**src/rtl/htpd_pkg.sv**
```systemverilog
// Package: frame sync constants, parser positions and event codes for the deframer.
`timescale 1ns / 1ps

package htpd_pkg;

  localparam logic [7:0] SYNC_H1 = 8'hAB;
  localparam logic [7:0] SYNC_H2 = 8'hCD;
  localparam logic [7:0] SYNC_T1 = 8'hE1;
  localparam logic [7:0] SYNC_T2 = 8'hE2;

  typedef enum logic [2:0] {
    POS_H1   = 3'd0,
    POS_H2   = 3'd1,
    POS_CMD  = 3'd2,
    POS_LEN  = 3'd3,
    POS_DATA = 3'd4,
    POS_T1   = 3'd5,
    POS_T2   = 3'd6
  } pos_e;

  typedef enum logic [2:0] {
    EV_BUSY   = 3'd0,
    EV_DATA   = 3'd1,
    EV_OK     = 3'd2,
    EV_BAD_H1 = 3'd3,
    EV_BAD_H2 = 3'd4,
    EV_BAD_T1 = 3'd5,
    EV_BAD_T2 = 3'd6
  } ev_e;

endpackage

```
**src/rtl/header_trailer_packet_deframer.sv**
```systemverilog
// Top level: byte-serial frame parser (AB CD cmd len payload E1 E2) with one result per byte.
//
//   channel  handshake                    payload
//   input    in_valid_i / in_ready_o      rx_byte_i
//   output   out_valid_o / out_ready_i    event_res_o, payload_byte_o, payload_index_o,
//                                         frame_command_o, frame_length_o
//
// One byte per cycle unless stalled; each byte passes the input, then the result register.
// The parse state updates as a byte moves from the input register to the result register.
// A stalled result holds; the input register still takes one more byte, then ready drops.
// Reset returns the parser to hunting for the first header byte, held fields cleared.
`timescale 1ns / 1ps

module header_trailer_packet_deframer (
  input  logic       clk_i,
  input  logic       rst_ni,
  input  logic       in_valid_i,
  output logic       in_ready_o,
  input  logic [7:0] rx_byte_i,
  output logic       out_valid_o,
  input  logic       out_ready_i,
  output logic [2:0] event_res_o,
  output logic [7:0] payload_byte_o,
  output logic [7:0] payload_index_o,
  output logic [7:0] frame_command_o,
  output logic [7:0] frame_length_o
);
  import htpd_pkg::*;

  // input register
  logic       in_vld_q;
  logic [7:0] in_byte_q;

  // parser state
  pos_e       pos_q, pos_d;
  logic [7:0] cmd_q, cmd_d;
  logic [7:0] len_q, len_d;
  logic [7:0] idx_q, idx_d;

  // result register
  logic       out_vld_q;
  ev_e        ev_q, ev_d;
  logic [7:0] pb_q, pb_d;
  logic [7:0] pi_q, pi_d;

  logic       adv;
  logic       last_data;

  assign adv        = in_vld_q && (!out_vld_q || out_ready_i);
  assign in_ready_o = !in_vld_q || adv;
  assign last_data  = ({1'b0, idx_q} + 9'd1) >= {1'b0, len_q};

  always_ff @(posedge clk_i or negedge rst_ni) begin
    if (!rst_ni) begin
      in_vld_q <= 1'b0;
    end else if (in_ready_o) begin
      in_vld_q <= in_valid_i;
    end
  end

  always_ff @(posedge clk_i) begin
    if (in_valid_i && in_ready_o) begin
      in_byte_q <= rx_byte_i;
    end
  end

  // next parser state
  always_comb begin
    pos_d = pos_q;
    cmd_d = cmd_q;
    len_d = len_q;
    idx_d = idx_q;
    unique case (pos_q)
      POS_H2: begin
        pos_d = (in_byte_q == SYNC_H2) ? POS_CMD : POS_H1;
      end
      POS_CMD: begin
        cmd_d = in_byte_q;
        pos_d = POS_LEN;
      end
      POS_LEN: begin
        len_d = in_byte_q;
        idx_d = 8'd0;
        pos_d = (in_byte_q == 8'd0) ? POS_T1 : POS_DATA;
      end
      POS_DATA: begin
        if (last_data) begin
          idx_d = 8'd0;
          pos_d = POS_T1;
        end else begin
          idx_d = idx_q + 8'd1;
        end
      end
      POS_T1: begin
        pos_d = (in_byte_q == SYNC_T1) ? POS_T2 : POS_H1;
      end
      POS_T2: begin
        pos_d = POS_H1;
      end
      default: begin  // hunting, and the unused code
        pos_d = (in_byte_q == SYNC_H1) ? POS_H2 : POS_H1;
      end
    endcase
  end

  // result for the byte in the input register
  always_comb begin
    ev_d = EV_BUSY;
    pb_d = 8'd0;
    pi_d = 8'd0;
    unique case (pos_q)
      POS_H2: begin
        if (in_byte_q != SYNC_H2) ev_d = EV_BAD_H2;
      end
      POS_CMD, POS_LEN: begin
        ev_d = EV_BUSY;
      end
      POS_DATA: begin
        ev_d = EV_DATA;
        pb_d = in_byte_q;
        pi_d = idx_q;
      end
      POS_T1: begin
        if (in_byte_q != SYNC_T1) ev_d = EV_BAD_T1;
      end
      POS_T2: begin
        ev_d = (in_byte_q == SYNC_T2) ? EV_OK : EV_BAD_T2;
      end
      default: begin
        if (in_byte_q != SYNC_H1) ev_d = EV_BAD_H1;
      end
    endcase
  end

  always_ff @(posedge clk_i or negedge rst_ni) begin
    if (!rst_ni) begin
      pos_q <= POS_H1;
      cmd_q <= 8'd0;
      len_q <= 8'd0;
      idx_q <= 8'd0;
    end else if (adv) begin
      pos_q <= pos_d;
      cmd_q <= cmd_d;
      len_q <= len_d;
      idx_q <= idx_d;
    end
  end

  always_ff @(posedge clk_i or negedge rst_ni) begin
    if (!rst_ni) begin
      out_vld_q <= 1'b0;
    end else if (adv) begin
      out_vld_q <= 1'b1;
    end else if (out_ready_i) begin
      out_vld_q <= 1'b0;
    end
  end

  always_ff @(posedge clk_i) begin
    if (adv) begin
      ev_q <= ev_d;
      pb_q <= pb_d;
      pi_q <= pi_d;
    end
  end

  // held fields already reflect the byte now in the result register
  assign out_valid_o     = out_vld_q;
  assign event_res_o     = ev_q;
  assign payload_byte_o  = pb_q;
  assign payload_index_o = pi_q;
  assign frame_command_o = cmd_q;
  assign frame_length_o  = len_q;

  a_idx_in_range: assert property (@(posedge clk_i) disable iff (!rst_ni)
    pos_q == POS_DATA |-> idx_q < len_q)
    else $error("payload index past frame length");

  a_adv_fills_out: assert property (@(posedge clk_i) disable iff (!rst_ni)
    adv |=> out_vld_q)
    else $error("request advanced but no result registered");

  a_full_stall: assert property (@(posedge clk_i) disable iff (!rst_ni)
    in_vld_q && out_vld_q && !out_ready_i |-> !in_ready_o)
    else $error("input taken while both stages full and stalled");

  a_t2_to_hunt: assert property (@(posedge clk_i) disable iff (!rst_ni)
    adv && pos_q == POS_T2 |=> pos_q == POS_H1)
    else $error("parser did not return to hunting after second trailer");

  a_zero_len: assert property (@(posedge clk_i) disable iff (!rst_ni)
    adv && pos_q == POS_LEN && in_byte_q == 8'd0 |=> pos_q == POS_T1)
    else $error("zero length did not skip to trailer");

endmodule
```
**config.mk**
```make
export PLATFORM = sky130hd
export DESIGN_NAME = header_trailer_packet_deframer
export DESIGN_NICKNAME = d
export VERILOG_FILES = /design/src/rtl/htpd_pkg.sv /design/src/rtl/header_trailer_packet_deframer.sv
export SDC_FILE = /design/constraint.sdc
export NUM_CORES = 1
export LEC_CHECK = 0
export ABC_AREA = 1
export BUFFER_PORTS_ARGS = -buffer_cell sky130_fd_sc_hd__buf_2
export CORE_UTILIZATION = 50
export DETAILED_ROUTE_END_ITERATION = 10
export PLACE_DENSITY = 0.76
export SLEW_MARGIN = 20
export SYNTH_ARGS = -nofsm -noshare
export SYNTH_HDL_FRONTEND = slang
export SYNTH_SLANG_ARGS = --single-unit
```
**constraint.sdc**
```tcl
create_clock -name clk_i -period 2.2 [get_ports clk_i]
set_clock_uncertainty 0.2 [all_clocks]
set_input_delay 0 -clock clk_i [delete_from_list [all_inputs] [get_ports clk_i]]
set_output_delay 0 -clock clk_i [all_outputs]
set_load 0.02 [all_outputs]
```
==> impl_metrics.prom <==
# TYPE chip_impl_metric gauge
chip_impl_info{name="synth-main-ff-cell",value="sky130_fd_sc_hd__dfrtp_1"} 1
chip_impl_metric{name="post_placement_cell_count",unit=""} 391
chip_impl_metric{name="synthesis.instances",unit=""} 268
chip_impl_metric{name="total_power",unit="mW"} 2.48
chip_impl_metric{name="htreeDepth",unit=""} 2
chip_impl_metric{name="wire_length_of_the_first_global_routing_pass",unit="mm"} 8.78
chip_impl_info{name="rsz_0062_raised_after_global_routing",value="true"} 1
chip_impl_metric{name="cpPeakStageDelay",unit="ns"} 0.45
chip_impl_info{name="critical_path_sink_type",value="register"} 1
chip_impl_metric{name="post-route-worst-setup-slack",unit="ns"} -0.120
chip_impl_metric{name="route.vias.total",unit=""} 2129
chip_impl_metric{name="post-route-min-period",unit="ns"} 2.32
chip_impl_metric{name="drtPass1Iterations",unit=""} 4
chip_impl_metric{name="yosysWarningCount",unit=""} 0
chip_impl_metric{name="grt_start_max_net_pins",unit=""} 30
chip_impl_metric{name="layout_cells_sized_above_1",unit="%"} 34.8
chip_impl_metric{name="net_count_final",unit=""} 371
chip_impl_metric{name="critical_path_cell_count",unit=""} 14
chip_impl_info{name="reg2reg_to",value="pos_q[1]"} 1
chip_impl_metric{name="maxSlewViolCount",unit=""} 0
chip_impl_metric{name="relative_max_transition_margin",unit="%"} 53.3
chip_impl_metric{name="port-buffer-count",unit=""} 48
chip_impl_info{name="crit_path_most_repeated_cell",value="sky130_fd_sc_hd__nand2_2"} 1
chip_impl_info{name="path_class",value="reg2reg"} 1
chip_impl_metric{name="synthesis.area",unit="mm^2"} 0.00269
chip_impl_metric{name="syn2layout_area_growth",unit="%"} 29.5
chip_impl_metric{name="syn_area_per_cell",unit="um^2"} 10.0
chip_impl_metric{name="io-pin-count",unit=""} 49
chip_impl_metric{name="yosys_register_bits",unit=""} 56
chip_impl_metric{name="routed_wl",unit="mm"} 5.81
chip_impl_metric{name="clock_pin_slew_on_the_worst_setup_and_hold_paths",unit="ns"} 0.11
chip_impl_metric{name="route.detailed.drc",unit=""} 0
chip_impl_metric{name="r2r.worst_path.cells",unit=""} 14
chip_impl_metric{name="placeableCoreArea",unit="mm^2"} 0.00514
chip_impl_metric{name="num_antenna_cells",unit=""} 0
chip_impl_info{name="critPathLaunchType",value="register"} 1
chip_impl_metric{name="start_util",unit="%"} 52.3
chip_impl_metric{name="cts.sink_count",unit=""} 56
chip_impl_metric{name="post-route-period-util",unit="%"} 105
chip_impl_metric{name="drt-initial-drc-count",unit=""} 99
chip_impl_info{name="most-common-layout-cells",value="sky130_fd_sc_hd__nand2_1, sky130_fd_sc_hd__buf_2, sky130_fd_sc_hd__inv_1"} 1
chip_impl_info{name="rr_startpoint",value="idx_q[1]"} 1
chip_impl_metric{name="synth_enable_flop_cells",unit=""} 27
chip_impl_metric{name="first_global_vias",unit=""} 2007
chip_impl_metric{name="hold_viol_final",unit=""} 0
chip_impl_metric{name="detail-route-antenna-nets",unit=""} 0
chip_impl_info{name="status",value="finished with violations"} 1
chip_impl_metric{name="layoutNonFillerInstCount",unit=""} 421
chip_impl_info{name="critical_path.startpoint",value="idx_q[1]"} 1
chip_impl_info{name="worstPathCellList",value="nand3_2, nor3_2, xor2_1, inv_1, ha_1, nand2_1, inv_1, nand2_2, nand2_2, nand2_2, nand2_4, buf_6, nand3_2, nand2_1"} 1
chip_impl_info{name="timing.critical_path.max_delay_family",value="simple AND/OR/NAND/NOR gates"} 1
chip_impl_metric{name="grt_util_overall",unit="%"} 21.1
chip_impl_info{name="crit_path_top_delay_cell",value="sky130_fd_sc_hd__dfrtp_1"} 1
chip_impl_info{name="mostFrequentLayoutCell",value="sky130_fd_sc_hd__nand2_1"} 1
chip_impl_metric{name="cap_viol_max_count",unit=""} 0
chip_impl_metric{name="wl_per_cell",unit="um"} 13.8
chip_impl_info{name="timing.hold.worst.class",value="in2async"} 1
chip_impl_metric{name="grt-ovfl-total",unit=""} 0
chip_impl_metric{name="timing.critical_path.buf_inv",unit=""} 3
chip_impl_metric{name="floorplan.die_area",unit="mm^2"} 0.00567
chip_impl_metric{name="synthArstFlopShare",unit="%"} 51.8
chip_impl_metric{name="post_drt_via_cell_ratio",unit=""} 5.06
chip_impl_metric{name="final.hold.worst_slack",unit="ns"} 0.0432
chip_impl_metric{name="timing_worst_slew_pin_value",unit="ns"} 0.701
chip_impl_metric{name="crit_path_max_fanout",unit=""} 5
chip_impl_metric{name="tns",unit="ns"} -0.910
chip_impl_metric{name="required",unit="ns"} 2.20
chip_impl_metric{name="leakage",unit="nW"} 1.63
chip_impl_metric{name="reg2reg_setup_slack",unit="ns"} -0.12
chip_impl_metric{name="setup_viol",unit=""} 10
chip_impl_info{name="violations",value="negative setup slack"} 1
chip_impl_metric{name="hpwl",unit="mm"} 3.80
chip_impl_metric{name="width_of_the_chip",unit="um"} 75.3
chip_impl_metric{name="antenna_found_initial",unit=""} 0
chip_impl_metric{name="cts-root-to-sink-buffers",unit=""} 2
chip_impl_info{name="cp-endpoint",value="pos_q[1]"} 1
chip_impl_metric{name="ys_seq_area_share",unit="%"} 57.1
chip_impl_metric{name="timing.critical_path.arrival",unit="ns"} 2.32
chip_impl_metric{name="max-vdd-ir-drop",unit="uV"} 524
chip_impl_metric{name="synthesis.nets",unit=""} 289
chip_impl_metric{name="placement_rows",unit=""} 26
chip_impl_metric{name="yosysUniqueCellTypes",unit=""} 29
chip_impl_metric{name="gp_routability_congestion",unit=""} 0.808
chip_impl_metric{name="inserted_clock_buffers",unit=""} 5
chip_impl_metric{name="die_h",unit="um"} 75.3
chip_impl_metric{name="insertion_delay",unit="ns"} 0.32
chip_impl_info{name="cts_root_buf",value="sky130_fd_sc_hd__clkbuf_8"} 1
chip_impl_metric{name="max_freq",unit="GHz"} 0.431
chip_impl_info{name="tritoncts",value="built"} 1
chip_impl_metric{name="power.density",unit="mW/mm^2"} 712
## through the flow
step                util [%]  setup slack [ns]  area, um^2
finish                  67.7            -0.120        3480
detailed placement      59.2           -0.0683        3040
global placement        59.2          -0.00509        3040
CTS                     65.4           -0.0430        3360
floorplan                  -            0.0164        2690
global route            67.7            -0.230        3480
## worst register-to-register path, delay by kind of cell, from the launching register on
kind / cells / cell delay [ns]
buffers and inverters: 3 / 0.28
XOR/XNOR: 1 / 0.21
adder cells (fa/ha/maj): 1 / 0.28
flip-flops: 1 / 0.45
AND/OR/NAND/NOR: 9 / 0.81
## flip-flops by register name, summed over array words and instances, names as in the netlist
name,cells
payload_byte_o,8
frame_length_o,8
pos_q,3
in_byte_q,8
idx_q,8
out_valid_o,1
frame_command_o,8
in_vld_q,1
event_res_o,3
payload_index_o,8
## power breakdown
part,internal (mW),switching (mW)
Clock,0.458,0.342
Combinational,0.153,0.270
Sequential,1.20,0.0519
Total,1.82,0.664
## how the worst min path moves through the flow
stage | from | endpoint | slack [ns] | cells past startpoint
finish | rst_ni | frame_length_o[0] | 0.04 | 2
global route | rst_ni | frame_length_o[4] | 0.11 | 2
CTS | rst_ni | frame_length_o[4] | 0.06 | 2
detailed placement | rst_ni | frame_length_o[4] | -0.12 | 1
global placement | rst_ni | frame_length_o[2] | -0.14 | 1
floorplan | rst_ni | frame_command_o[0] | -0.50 | 0
## cell usage after synthesis, types with 2 or more instances
master                     count  area (um^2)
sky130_fd_sc_hd__xor2_1        5         43.8
sky130_fd_sc_hd__nor2_1       20         75.1
sky130_fd_sc_hd__inv_1        38          143
sky130_fd_sc_hd__dfrtp_1      29          726
sky130_fd_sc_hd__buf_6         2         22.5
sky130_fd_sc_hd__ha_1          9          113
sky130_fd_sc_hd__o21ai_0       5         25.0
sky130_fd_sc_hd__a21oi_1       3         15.0
sky130_fd_sc_hd__nand4_1       3         18.8
sky130_fd_sc_hd__o21ai_2       2         17.5
sky130_fd_sc_hd__nor3_1        7         35.0
sky130_fd_sc_hd__nand3_1       9         45.0
sky130_fd_sc_hd__nand2_2       9         56.3
sky130_fd_sc_hd__o22ai_2       5         62.6
sky130_fd_sc_hd__edfxtp_1     27          811
sky130_fd_sc_hd__nor3_2        3         30.0
sky130_fd_sc_hd__nor2_2        2         12.5
sky130_fd_sc_hd__nand3b_1      3         22.5
sky130_fd_sc_hd__o21ai_1      14         70.1
sky130_fd_sc_hd__buf_2         2         10.0
sky130_fd_sc_hd__nand2_1      58          218
sky130_fd_sc_hd__inv_2         3         11.3
sky130_fd_sc_hd__nand3_2       4         40.0
## area by class of cell
type	count	area, um^2
Timing Repair Buffer	81	532
Fill cell	415	1660
Tap cell	70	87.6
Multi-Input combinational cell	165	1030
Clock buffer	5	68.8
Clock inverter	3	68.8
Sequential cell	56	1540
Inverter	41	154
## cell families (layout without fill, tap and decap cells)
| group | count (synthesis) | count (layout) | synth area share [%] |
|---|---|---|---|
| and+or+nand+nor | 120 | 120 | 21.5 |
| DFF | 56 | 56 | 57.1 |
| buffers and inverters | 47 | 130 | 7.82 |
| AOI/OAI and AO/OA | 31 | 31 | 7.68 |
| adders and majority gates | 9 | 9 | 4.19 |
| xor gates and xnor gates | 5 | 5 | 1.63 |
## repair_timing
action | 4_1_cts | 5_1_grt
hold buffers | 13 | 0
gates resized for setup | 2 | 22
pin swaps | 4 | 11
setup endpoints to repair | 9 | 11
hold endpoints to repair | 47 | 0
buffers inserted | 6 | 3
## layer usage
| metal | GRT usage, % | routed length [um] | part of all wire [%] | vias up |
|---|---|---|---|---|
| li1 | - | - | - | 1031 |
| met1 | 25.1 | 2370 | 41 | 1010 |
| met2 | 38.5 | 3060 | 53 | 71 |
| met3 | 3.70 | 252 | 4.3 | 17 |
| met4 | 7.61 | 124 | 2.1 | 0 |
| met5 | 0 | 0 | 0 | - |
No activity file was read; power rests on OpenSTA's default activity.
